--- config.mk ---
export PLATFORM = sky130hd
export DESIGN_NAME = stereo_gain_peak_limiter
export DESIGN_NICKNAME = d
export VERILOG_FILES = /design/src/sv/sgpl_pkg.sv /design/src/sv/sgpl_smul.sv /design/src/sv/sgpl_div.sv /design/src/sv/stereo_gain_peak_limiter.sv
export SDC_FILE = /design/constraint.sdc
export NUM_CORES = 1
export LEC_CHECK = 0
export BUFFER_PORTS_ARGS = -buffer_cell sky130_fd_sc_hd__buf_2
export CORE_ASPECT_RATIO = 1.2
export CORE_MARGIN = 2
export CORE_UTILIZATION = 45
export CTS_BUF_LIST = sky130_fd_sc_hd__clkbuf_16
export DETAILED_ROUTE_END_ITERATION = 7
export PLACE_DENSITY = 0.6
export SKIP_LAST_GASP = 1
export SYNTH_ARGS = -nofsm -noshare
export SYNTH_HDL_FRONTEND = slang
export SYNTH_HIERARCHICAL = 1
export SYNTH_SLANG_ARGS = --single-unit
export TNS_END_PERCENT = 10
--- constraint.sdc ---
create_clock -name clk -period 15.39 [get_ports clk]
set_clock_uncertainty 0.05 [all_clocks]
set_input_delay 1.539 -clock clk [delete_from_list [all_inputs] [get_ports clk]]
set_output_delay 1.539 -clock clk [all_outputs]
set_load 0.02 [all_outputs]
--- src/sv/sgpl_pkg.sv ---
// sgpl_pkg: shared widths, reset values, register indexes and controller states
// for the stereo gain peak limiter
// no dependencies
package sgpl_pkg;

  localparam int SMP_W   = 16;  // q1.15 sample and pcm width
  localparam int GAIN_W  = 16;  // q4.12 master gain
  localparam int THR_W   = 16;  // q0.16 threshold
  localparam int REL_W   = 24;  // q0.24 release fraction
  localparam int ENV_W   = 17;  // q1.16 envelope
  localparam int SCL_W   = SMP_W + GAIN_W;   // scaled sample product
  localparam int MAG_W   = SCL_W - 1;        // scaled magnitude, always below 2^31
  localparam int THR_SH  = 11;               // threshold aligned to q.27
  localparam int TGT_W   = 16;               // target gain quotient bits
  localparam int OUT_W   = MAG_W + ENV_W;    // magnitude times envelope
  localparam int FULL_SH = 43;               // 1.0 in the output product
  localparam int PCM_SH  = 15;               // 32767 = 2^15 - 1
  localparam int RPR_W   = ENV_W + REL_W;    // release product

  localparam int CFG_IDX_W = 2;
  localparam int CFG_W     = REL_W;

  localparam logic [CFG_IDX_W-1:0] REG_MASTER_GAIN    = 2'd0;
  localparam logic [CFG_IDX_W-1:0] REG_PEAK_THRESHOLD = 2'd1;
  localparam logic [CFG_IDX_W-1:0] REG_RELEASE_RATE   = 2'd2;

  localparam logic [GAIN_W-1:0] GAIN_RST = 16'd10240;
  localparam logic [THR_W-1:0]  THR_RST  = 16'd62259;
  localparam logic [REL_W-1:0]  REL_RST  = 24'd10066;
  localparam logic [ENV_W-1:0]  ENV_ONE  = 17'd65536;

  typedef enum logic [1:0] {
    ST_IDLE,
    ST_GAIN,
    ST_ENV,
    ST_OUTMUL
  } state_t;

endpackage

--- src/sv/sgpl_smul.sv ---
// sgpl_smul: unsigned shift-add multiplier, one multiplier bit per cycle, lsb first
// standalone, no package dependencies
module sgpl_smul #(
  parameter int A_W = 16,
  parameter int B_W = 16
) (
  input  logic               clk,
  input  logic               rst_n,
  input  logic               start,
  input  logic [A_W-1:0]     a,
  input  logic [B_W-1:0]     b,
  output logic               busy,
  output logic [A_W+B_W-1:0] prod
);

  localparam int CNT_W = $clog2(B_W + 1);

  logic [CNT_W-1:0]   cnt_r;
  logic [A_W-1:0]     a_r;
  logic [A_W+B_W-1:0] prod_r;
  logic [A_W:0]       sum;

  assign busy = (cnt_r != '0);
  assign prod = prod_r;

  // partial product added to the upper half, then the whole word shifts right
  assign sum = {1'b0, prod_r[A_W+B_W-1:B_W]} + (prod_r[0] ? {1'b0, a_r} : '0);

  always_ff @(posedge clk) begin
    if (!rst_n) begin
      cnt_r <= '0;
    end else if (start) begin
      cnt_r <= CNT_W'(B_W);
    end else if (busy) begin
      cnt_r <= cnt_r - 1'b1;
    end
  end

  always_ff @(posedge clk) begin
    if (start) begin
      a_r    <= a;
      prod_r <= {{A_W{1'b0}}, b};
    end else if (busy) begin
      prod_r <= {sum, prod_r[B_W-1:1]};
    end
  end

endmodule

--- src/sv/sgpl_div.sv ---
// sgpl_div: restoring divider, one quotient bit per cycle, msb first
// the initial remainder must be below the divisor; no package dependencies
module sgpl_div #(
  parameter int D_W = 31,
  parameter int Q_W = 16
) (
  input  logic           clk,
  input  logic           rst_n,
  input  logic           start,
  input  logic [D_W-1:0] rem_init,
  input  logic [D_W-1:0] divisor,
  output logic           busy,
  output logic [Q_W-1:0] quo
);

  localparam int CNT_W = $clog2(Q_W + 1);

  logic [CNT_W-1:0] cnt_r;
  logic [D_W-1:0]   rem_r;
  logic [D_W-1:0]   d_r;
  logic [Q_W-1:0]   quo_r;
  logic [D_W:0]     rem2;
  logic [D_W:0]     diff;
  logic             ge;

  assign busy = (cnt_r != '0);
  assign quo  = quo_r;

  assign rem2 = {rem_r, 1'b0};
  assign diff = rem2 - {1'b0, d_r};
  assign ge   = (rem2 >= {1'b0, d_r});

  always_ff @(posedge clk) begin
    if (!rst_n) begin
      cnt_r <= '0;
    end else if (start) begin
      cnt_r <= CNT_W'(Q_W);
    end else if (busy) begin
      cnt_r <= cnt_r - 1'b1;
    end
  end

  always_ff @(posedge clk) begin
    if (start) begin
      rem_r <= rem_init;
      d_r   <= divisor;
      quo_r <= '0;
    end else if (busy) begin
      rem_r <= ge ? diff[D_W-1:0] : rem2[D_W-1:0];
      quo_r <= {quo_r[Q_W-2:0], ge};
    end
  end

endmodule

--- src/sv/stereo_gain_peak_limiter.sv ---
// stereo_gain_peak_limiter: top level, controller, envelope and output rounding
// depends on sgpl_pkg, sgpl_smul and sgpl_div
//
// usage
//   input channel: in_valid / in_stall with in_left_in, in_right_in (q1.15).
//   result channel: out_valid / out_stall with out_left_out, out_right_out (pcm).
//   config port: cfg_we, cfg_idx, cfg_wdata; 0 master gain, 1 threshold,
//   2 release rate, other indexes ignored. write only while the block is idle.
// operation
//   one item at a time. scaling runs in a bit-serial multiplier per channel,
//   the release step runs alongside in a serial multiplier, a limiting frame
//   adds a serial divide, and the envelope product runs in serial multipliers.
//   a new item is taken only once the last result is in the output register.
// reset
//   registers return to 2.5 gain, 0.95 threshold, 0.0006 release, envelope 1.0;
//   no result pending.
// stall
//   a finished result sits in the output register while the next item is
//   accepted and processed; that item waits in the last multiply step until
//   the output register frees up.
module stereo_gain_peak_limiter (
  input  logic                                 clk,
  input  logic                                 rst_n,
  input  logic                                 in_valid,
  output logic                                 in_stall,
  input  logic signed [sgpl_pkg::SMP_W-1:0]    in_left_in,
  input  logic signed [sgpl_pkg::SMP_W-1:0]    in_right_in,
  output logic                                 out_valid,
  input  logic                                 out_stall,
  output logic signed [sgpl_pkg::SMP_W-1:0]    out_left_out,
  output logic signed [sgpl_pkg::SMP_W-1:0]    out_right_out,
  input  logic                                 cfg_we,
  input  logic [sgpl_pkg::CFG_IDX_W-1:0]       cfg_idx,
  input  logic [sgpl_pkg::CFG_W-1:0]           cfg_wdata
);

  import sgpl_pkg::*;

  // output magnitude: clamp to 1.0, then floor(m * 32767 / 2^43)
  function automatic logic [PCM_SH-1:0] pcm_mag(input logic [OUT_W-1:0] m);
    logic ovf;
    logic brw;
    ovf = |m[OUT_W-1:FULL_SH];
    // m * 2^15 - m borrows from the integer part when the low bits shifted up are below m
    brw = {m[FULL_SH-PCM_SH-1:0], {PCM_SH{1'b0}}} < m[FULL_SH-1:0];
    pcm_mag = ovf ? {PCM_SH{1'b1}} : (m[FULL_SH-1:FULL_SH-PCM_SH] - PCM_SH'(brw));
  endfunction

  state_t state_r, state_nxt;

  // configuration
  logic [GAIN_W-1:0] gain_r;
  logic [THR_W-1:0]  thr_r;
  logic [REL_W-1:0]  rel_r;

  // item state
  logic [ENV_W-1:0] env_r, env_nxt;
  logic             sign_l_r, sign_r_r;
  logic             lim_r;

  // result register
  logic                    out_valid_r;
  logic [SMP_W-1:0]        out_left_r, out_right_r;
  logic [SMP_W-1:0]        out_left_nxt, out_right_nxt;

  // control strobes
  logic in_acc, gain_done, env_ready, omul_done, out_load;

  // serial units
  logic [SMP_W-1:0]   mag_l, mag_r;
  logic               gl_busy, gr_busy, rel_busy, div_busy, ol_busy, or_busy;
  logic [SCL_W-1:0]   gl_prod, gr_prod;
  logic [RPR_W-1:0]   rel_prod;
  logic [TGT_W-1:0]   div_q;
  logic [OUT_W-1:0]   ol_prod, or_prod;
  logic [MAG_W-1:0]   peak;
  logic [MAG_W-1:0]   thr27;
  logic               lim;
  logic [ENV_W-1:0]   tgt;
  logic [ENV_W-1:0]   gap;
  logic [PCM_SH-1:0]  q_l, q_r;

  logic gain_start, div_start, omul_start;

  // sample magnitudes; -1.0 maps to 32768
  assign mag_l = in_left_in[SMP_W-1]  ? (~in_left_in + 1'b1)  : in_left_in;
  assign mag_r = in_right_in[SMP_W-1] ? (~in_right_in + 1'b1) : in_right_in;

  assign gap = ENV_ONE - env_r;

  // peak and threshold both in q.27
  assign peak  = (gl_prod[MAG_W-1:0] > gr_prod[MAG_W-1:0]) ? gl_prod[MAG_W-1:0]
                                                            : gr_prod[MAG_W-1:0];
  assign thr27 = MAG_W'({thr_r, {THR_SH{1'b0}}});
  assign lim   = (peak > thr27);

  // instant attack, otherwise release toward 1.0
  assign tgt     = lim_r ? {1'b0, div_q} : ENV_ONE;
  assign env_nxt = (tgt < env_r) ? tgt : (env_r + rel_prod[RPR_W-1:REL_W]);

  assign q_l = pcm_mag(ol_prod);
  assign q_r = pcm_mag(or_prod);
  assign out_left_nxt  = sign_l_r ? (~{1'b0, q_l} + 1'b1) : {1'b0, q_l};
  assign out_right_nxt = sign_r_r ? (~{1'b0, q_r} + 1'b1) : {1'b0, q_r};

  assign gain_done = !gl_busy && !gr_busy;
  assign env_ready = !rel_busy && !div_busy;
  assign omul_done = !ol_busy && !or_busy;

  sgpl_smul #(.A_W(SMP_W), .B_W(GAIN_W)) u_gain_l (
    .clk(clk), .rst_n(rst_n), .start(gain_start), .a(mag_l), .b(gain_r),
    .busy(gl_busy), .prod(gl_prod)
  );

  sgpl_smul #(.A_W(SMP_W), .B_W(GAIN_W)) u_gain_r (
    .clk(clk), .rst_n(rst_n), .start(gain_start), .a(mag_r), .b(gain_r),
    .busy(gr_busy), .prod(gr_prod)
  );

  // release step: floor((1.0 - env) * rate), started with the item
  sgpl_smul #(.A_W(ENV_W), .B_W(REL_W)) u_release (
    .clk(clk), .rst_n(rst_n), .start(gain_start), .a(gap), .b(rel_r),
    .busy(rel_busy), .prod(rel_prod)
  );

  // target gain threshold / peak, only when the peak is over the threshold
  sgpl_div #(.D_W(MAG_W), .Q_W(TGT_W)) u_target (
    .clk(clk), .rst_n(rst_n), .start(div_start), .rem_init(thr27), .divisor(peak),
    .busy(div_busy), .quo(div_q)
  );

  sgpl_smul #(.A_W(MAG_W), .B_W(ENV_W)) u_out_l (
    .clk(clk), .rst_n(rst_n), .start(omul_start), .a(gl_prod[MAG_W-1:0]), .b(env_nxt),
    .busy(ol_busy), .prod(ol_prod)
  );

  sgpl_smul #(.A_W(MAG_W), .B_W(ENV_W)) u_out_r (
    .clk(clk), .rst_n(rst_n), .start(omul_start), .a(gr_prod[MAG_W-1:0]), .b(env_nxt),
    .busy(or_busy), .prod(or_prod)
  );

  // next state
  always_comb begin
    state_nxt = state_r;
    case (state_r)
      ST_IDLE: begin
        if (in_valid) state_nxt = ST_GAIN;
      end
      ST_GAIN: begin
        if (gain_done) state_nxt = ST_ENV;
      end
      ST_ENV: begin
        if (env_ready) state_nxt = ST_OUTMUL;
      end
      ST_OUTMUL: begin
        if (omul_done && (!out_valid_r || !out_stall)) state_nxt = ST_IDLE;
      end
      default: state_nxt = ST_IDLE;
    endcase
  end

  // controller outputs
  always_comb begin
    in_stall   = 1'b1;
    in_acc     = 1'b0;
    gain_start = 1'b0;
    div_start  = 1'b0;
    omul_start = 1'b0;
    out_load   = 1'b0;
    case (state_r)
      ST_IDLE: begin
        in_stall   = 1'b0;
        in_acc     = in_valid;
        gain_start = in_valid;
      end
      ST_GAIN: begin
        div_start = gain_done && lim;
      end
      ST_ENV: begin
        omul_start = env_ready;
      end
      ST_OUTMUL: begin
        out_load = omul_done && (!out_valid_r || !out_stall);
      end
      default: begin
        in_stall = 1'b1;
      end
    endcase
  end

  always_ff @(posedge clk) begin
    if (!rst_n) begin
      state_r     <= ST_IDLE;
      out_valid_r <= 1'b0;
      env_r       <= ENV_ONE;
      gain_r      <= GAIN_RST;
      thr_r       <= THR_RST;
      rel_r       <= REL_RST;
    end else begin
      state_r <= state_nxt;
      if (out_load) begin
        out_valid_r <= 1'b1;
      end else if (!out_stall) begin
        out_valid_r <= 1'b0;
      end
      if (omul_start) begin
        env_r <= env_nxt;
      end
      if (cfg_we) begin
        case (cfg_idx)
          REG_MASTER_GAIN:    gain_r <= cfg_wdata[GAIN_W-1:0];
          REG_PEAK_THRESHOLD: thr_r  <= cfg_wdata[THR_W-1:0];
          REG_RELEASE_RATE:   rel_r  <= cfg_wdata[REL_W-1:0];
          default: begin
          end
        endcase
      end
    end
  end

  // payload registers
  always_ff @(posedge clk) begin
    if (in_acc) begin
      sign_l_r <= in_left_in[SMP_W-1];
      sign_r_r <= in_right_in[SMP_W-1];
    end
    if (state_r == ST_GAIN && gain_done) begin
      lim_r <= lim;
    end
    if (out_load) begin
      out_left_r  <= out_left_nxt;
      out_right_r <= out_right_nxt;
    end
  end

  assign out_valid     = out_valid_r;
  assign out_left_out  = out_left_r;
  assign out_right_out = out_right_r;

endmodule
==> Yosys cells after proc, flatten, opt, wreduce, memory -nomap -nowiden <==
Cells that the tools add are included.
{ "op_classes": {"n_addsub": 20, "order_cmp": 6, "n_eq_ne": 10, "mux": 51, "bitwise_logic": 5, "reduce_logical": 38} }
{ "op_table": {"columns": ["op", "count"], "rows": [
  ["two-way mux 31 bit", 4],
  ["two-way mux 17 bit", 7],
  ["two-way mux 16 bit", 6],
  ["two-way mux 15 bit", 6],
  ["< comparator 43 bit", 2],
  ["adder 16 x 1 -> 16 bit (second input constant)", 4],
  ["adder 31 x 31 -> 32 bit", 2],
  ["two-way mux 5 bit", 12],
  ["two-way mux 27 bit", 2],
  ["two-way mux 24 bit", 2],
  ["adder 16 x 16 -> 17 bit", 2],
  ["greater-or-equal comparator 32 x 31 -> 1 bit", 1],
  ["NOT 15 -> 16 bit", 2],
  ["NOT 16 bit", 2],
  ["greater-than comparator 31 x 27 -> 1 bit", 1],
  ["greater-than comparator 31 bit", 1],
  ["subtractor 31 bit", 1],
  ["nonzero test 5 bit", 6],
  ["subtractor 15 x 1 -> 15 bit", 2],
  ["subtractor 5 x 1 -> 5 bit (second input constant)", 6],
  ["adder 17 x 17 -> 18 bit", 1],
  ["adder 17 bit", 1],
  ["< comparator 17 bit", 1],
  ["subtractor 17 bit (first input constant)", 1],
  ["other kinds (17)", 55]
]} }
{ "totals": {"reg_bits": 531, "input_bits": 63, "elab_cells": 176} }

==> Longest topological paths before layout <==
{ "logic_depth": {"ltp_word": 6, "mapped_depth": 25} }

==> Cells and area by module <==
The synthesis kept the hierarchy.
{ "modules_own_cells": {"columns": ["module", "n_inst", "cells_per_inst", "area_per_inst_um2", "seq_area_each_um2"], "rows": [
  ["stereo_gain_peak_limiter", 1, 1357, 10722.8, 2572.5],
  ["sgpl_smul (u_gain_l ...)", 2, 265, 2820.2, 1381.3],
  ["sgpl_div", 1, 540, 5107.4, 2282.2],
  ["sgpl_smul (u_out_l)", 1, 474, 4747.1, 2162.1],
  ["sgpl_smul (u_out_r)", 1, 469, 4744.6, 2162.1],
  ["sgpl_smul (u_release)", 1, 298, 3389.5, 1671.6]
]} }

==> Worst setup path after synthesis <==
Ideal clock, no wire load.
{ "synth_timing": {"path_kind": "register to register", "start": "register u_gain_l.prod_r[12] (netlist: u_gain_l/prod[12])", "end": "register u_target.rem_r[0], enable pin", "setup_ns": 0.388, "arrival_ns": 6.183, "required_ns": 14.952, "slack_ns": 8.769, "path_stages_with_launch": 22, "n_path_buf": 2, "path_cell_list": "edfxtp_1 -> ha_1 -> a21o_1 -> a21o_1 -> a211o_1 -> nand3b_1 -> nand4_1 -> nand2_1 -> clkbuf_1 -> mux2_2 -> ha_1 -> nor2b_1 -> o21ai_0 -> a21oi_1 -> a2111o_1 -> o211ai_1 -> a21oi_1 -> o21ai_0 -> o22ai_1 -> clkbuf_1 -> inv_1 -> nand2_1"} }
{ "synth_between": {"elab_chain_len": 5} }
{ "synth_rtl": {"columns": ["element", "line", "rtl"], "rows": [
  ["from (decl)", "sgpl_smul.sv:20", "logic [A_W+B_W-1:0] prod_r;"],
  ["from (signal assigned)", "sgpl_smul.sv:42", "prod_r <= {{A_W{1'b0}}, b};"],
  ["from (signal assigned)", "sgpl_smul.sv:44", "prod_r <= {sum, prod_r[B_W-1:1]};"],
  ["greater-than comparator 31 bit", "stereo_gain_peak_limiter.sv:92", "assign peak = (gl_prod[MAG_W-1:0] > gr_prod[MAG_W-1:0]) ? gl_prod[MAG_W-1:0]"],
  ["two-way mux 31 bit (*)", "stereo_gain_peak_limiter.sv:92", null],
  ["named net peak[12]", "stereo_gain_peak_limiter.sv:76", "logic [MAG_W-1:0] peak;"],
  ["greater-than comparator 31 x 27 -> 1 bit (*)", "stereo_gain_peak_limiter.sv:95", "assign lim = (peak > thr27);"],
  ["logical AND 1 bit (*)", "stereo_gain_peak_limiter.sv:177", "div_start = gain_done && lim;"],
  ["two-way mux 1 bit (*)", "stereo_gain_peak_limiter.sv:170", "case (state_r)"],
  ["named net div_start", "stereo_gain_peak_limiter.sv:83", "logic gain_start, div_start, omul_start;"],
  ["to (signal assigned)", "sgpl_div.sv:45", "rem_r <= rem_init;"],
  ["to (signal assigned)", "sgpl_div.sv:49", "rem_r <= ge ? diff[D_W-1:0] : rem2[D_W-1:0];"],
  ["to (decl)", "sgpl_div.sv:19", "logic [D_W-1:0] rem_r;"]
]} }
Mark *: on every way through the listed nets, which the timed path passes. The rest lies on a longest branch.
A chain may end at the register's enable or synchronous reset.

==> Worst setup path in the final report <==
{ "layout_timing": {"start": "register u_gain_r.prod_r[24] (netlist: u_gain_r/prod[24])", "end": "register u_target.rem_r[2], enable pin"} }
{ "layout_between": {"elab_chain_len": 5} }
{ "layout_rtl": {"columns": ["element", "line"], "rows": [
  ["from (decl)", "sgpl_smul.sv:20"],
  ["from (signal assigned)", "sgpl_smul.sv:42"],
  ["from (signal assigned)", "sgpl_smul.sv:44"],
  ["greater-than comparator 31 bit", "stereo_gain_peak_limiter.sv:92"],
  ["two-way mux 31 bit", "stereo_gain_peak_limiter.sv:92"],
  ["named net peak[12]", "stereo_gain_peak_limiter.sv:76"],
  ["greater-than comparator 31 x 27 -> 1 bit", "stereo_gain_peak_limiter.sv:95"],
  ["logical AND 1 bit", "stereo_gain_peak_limiter.sv:177"],
  ["two-way mux 1 bit", "stereo_gain_peak_limiter.sv:170"],
  ["named net div_start", "stereo_gain_peak_limiter.sv:83"]
]} }
The timed path passes the listed nets, and every way through them passes these cells.

==> run metrics <==
number of vias per cell 5.64; Slew Limit Fails 0; Sw Share 44.2%; total gr overflow 0; Iter 0 DRT Violations 1,739; Req. time, crit path 15.63 ns; # diodes 0; largest net degree at the start of global routing 124; fin util 49.7%; CTS H-tree lvls 2; Mapped Area 34,400 um2; Post-Synth XOR/XNOR Area 5.05%; vias in the first global route 26.1k; Synth Area in Compound Gates 17.7%; clock latency on the worst-skew pair 0.65 ns; Worst Setup SP u_gain_r/prod[24]$_SDFFE_PP0P_; Cell Int Power 4.88 mW; wire per inst 19.7 um; synth unique cells 115; GP Congestion 0.901; area of the die 78,600 um2; first-pass GRT wire length 148,000 um; final wirelength 94,500 um; most common cell after layout, fill and taps aside nand2_1; Setup Buffers After CTS 0; Ys Warns 6; number of buffers inserted by port buffering 96; Critical R2R Launch u_gain_r/prod[24]$_SDFFE_PP0P_; TritonRoute pass-1 iters 5; unrepaired setup endpoints after global routing false; CP Capture Type flip-flop; combinational share of power 53.3%; routed vias 27.0k; Net Sw Power 3.86 mW; FP Rows 111; ranking of synthesized cells by area edfxtp_1, dfxtp_1, ha_1; die width 256 um; minimum clock period 6.23 ns; slew of the pin with the lowest slew margin 1.11 ns; PD cells 231 nW/um2; WS Path Type reg2reg; initial antenna violation count 0; Seq pwr share 30.5%; Initial Utilization 45.2%; gr usage total 23.7%; P_leak 15.7 nW; Syn Area/Cell 9.37 um2; layout cells sized above 1 11.3%; Layout area overhead 9.90%; Clock transition at path regs 0.06 ns; max frequency 161 MHz; #FFs+latches synth 531; period utilization 40.5%; Peak VDD IR 0.130 mV; MaxCap Viol Count 0; core area 76,000 um2; final setup fails 0; DRC 0; Final TNS setup 0 ns; Main synth FF type edfxtp_1; HP Start rel_r[7]$_SDFFE_PN0P_; post-synthesis sequential area ratio 39.6%; simple-gate share of the synthesized area 17.1%; DP Wirelength 71,200 um; status complete, no violations; ANT nets after route 0; CTS buffer count 59; proportion of netlist area held by the largest area contributor 26.0%; # IOs 97; Synth area leader edfxtp_1; Nets 4,095; Post-synth ARST share 0%; final hold viol count 0; Clock Sinks 531; CP max FO 50; most frequent cells in the layout nand2_1, ha_1, edfxtp_1; cts repair resizes 0; Worst setup SP type flip-flop; DIE HEIGHT 307 um; Clock Tree Buf Depth 3; post-synthesis mux area share 4.94%; largest family of logic cells by synthesized area compound AO/OA/AOI/OAI gates; clock share of power 16.2%; Root Buffer clkbuf_16; Arrival @ worst endpoint 6.46 ns; Hold/Removal Path Class reg2reg; Slew headroom 25.8%; number of synthesized flops with an enable pin 298; Mapped Cells 3,668; Hold Buf Count CTS 0; Synth Area in Adders 11.3%; Fillers 7,157; CTS tree built
cells by family after synthesis:
family          Yosys count
simple gates           1171
compound gates          927
flops                   531
buf+inv                 383
fa+ha+maj               305
xor+xnor                198
mux                     152
other cells               1
flip-flops by register name, summed over array words and instances (netlist names), 16 cells and up:
name            flops
u_out_l/prod       48
u_out_r/prod       48
u_release/prod     41
u_gain_l/prod      32
u_gain_r/prod      32
u_out_l/a_r        31
u_out_r/a_r        31
u_target/d_r       31
u_target/rem_r     31
rel_r              24
env_r              17
u_release/a_r      17
gain_r             16
out_left_out       16
out_right_out      16
thr_r              16
u_gain_l/a_r       16
u_gain_r/a_r       16
u_target/quo       16
routing by layer:
| metal | part of all wire (%) | wire (um) | GRT usage [%] | up-vias |
|---|---|---|---|---|
| li1 | - | - | - | 13437 |
| met1 | 44 | 41700 | 30.3 | 12897 |
| met2 | 49 | 46200 | 41.8 | 563 |
| met3 | 3.8 | 3560 | 2.51 | 134 |
| met4 | 3.2 | 3030 | 7.63 | 0 |
| met5 | 0 | 0 | 0 | - |
layout make-up:
type                       count  area, um2  share of cell area (%)
clock inverter                50        384                    1.02
sequential                   531      13600                    36.1
inverter                     248        931                    2.47
tap                         1017       1270                    3.37
clock buffer                  62       1550                    4.11
timing repair buffer         119        666                    1.76
multi-input combinational   2768      19300                    51.2
cells in the mapped netlist, types with 31 or more instances:
cell type,instances
a211oi_1,50
a21o_1,102
a21oi_1,290
and2_1,138
and3_1,31
clkbuf_1,100
dfxtp_1,233
edfxtp_1,298
ha_1,298
inv_1,244
mux2_2,139
nand2_1,418
nand3_1,80
nand4_1,53
nor2_1,193
nor3_1,64
o211ai_1,35
o21ai_0,168
o31ai_1,33
xnor2_1,144
xor2_1,54
per-stage QoR:
step / instance area [um2] / power, mW / setup WS, ns / std cells / hold slack (ns)
finish: 37800 / 8.74 / 9.16 / 4795 / 0.401
global route: 37800 / 9.44 / 8.75 / 4795 / 0.421
CTS: 37800 / 8.77 / 9.09 / 4795 / 0.404
detailed placement: 35800 / 7.32 / 9.14 / 4683 / 0.393
global placement: 35800 / 7.27 / 9.27 / 4683 / 0.390
floorplan: 34400 / 6.04 / 8.77 / 3682 / 0.377
power groups by stage:
| stage | clock network [mW] | registers, mW | logic (mW) |
|---|---|---|---|
| after detailed placement | 0 | 2.70 | 4.63 |
| after CTS | 1.45 | 2.67 | 4.65 |
| after floorplan | 0 | 2.45 | 3.59 |
| after global routing | 1.50 | 2.73 | 5.20 |
| final | 1.41 | 2.67 | 4.66 |
| after global placement | 0 | 2.69 | 4.59 |
critical path, stage by stage (launching register included):
cell	delay, ns
dfxtp_1	0.44
inv_1	0.07
ha_1	0.29
a21oi_1	0.12
o21ai_0	0.14
a221oi_1	0.51
a22oi_1	0.16
nand2_1	0.58
buf_4	0.40
mux2_2	0.40
ha_1	0.30
nor2b_1	0.14
o21ai_0	0.08
a21oi_1	0.16
a2111o_1	0.12
o211ai_1	0.07
a21oi_1	0.16
o21ai_0	0.18
o22ai_4	0.16
buf_4	0.49
inv_1	0.26
nand2_1	0.11
buf_4	0.41
worst paths after layout:
kind                            endpoint  slack [ns]  cells past startpoint
min reg2reg        rel_r[7]$_SDFFE_PN0P_        0.40                      2
min                rel_r[7]$_SDFFE_PN0P_        0.40                      2
max reg2reg  u_target/rem_r[2]$_DFFE_PP_        9.16                     22
max          u_target/rem_r[2]$_DFFE_PP_        9.16                     22
No activity file was read; power rests on OpenSTA's default activity.
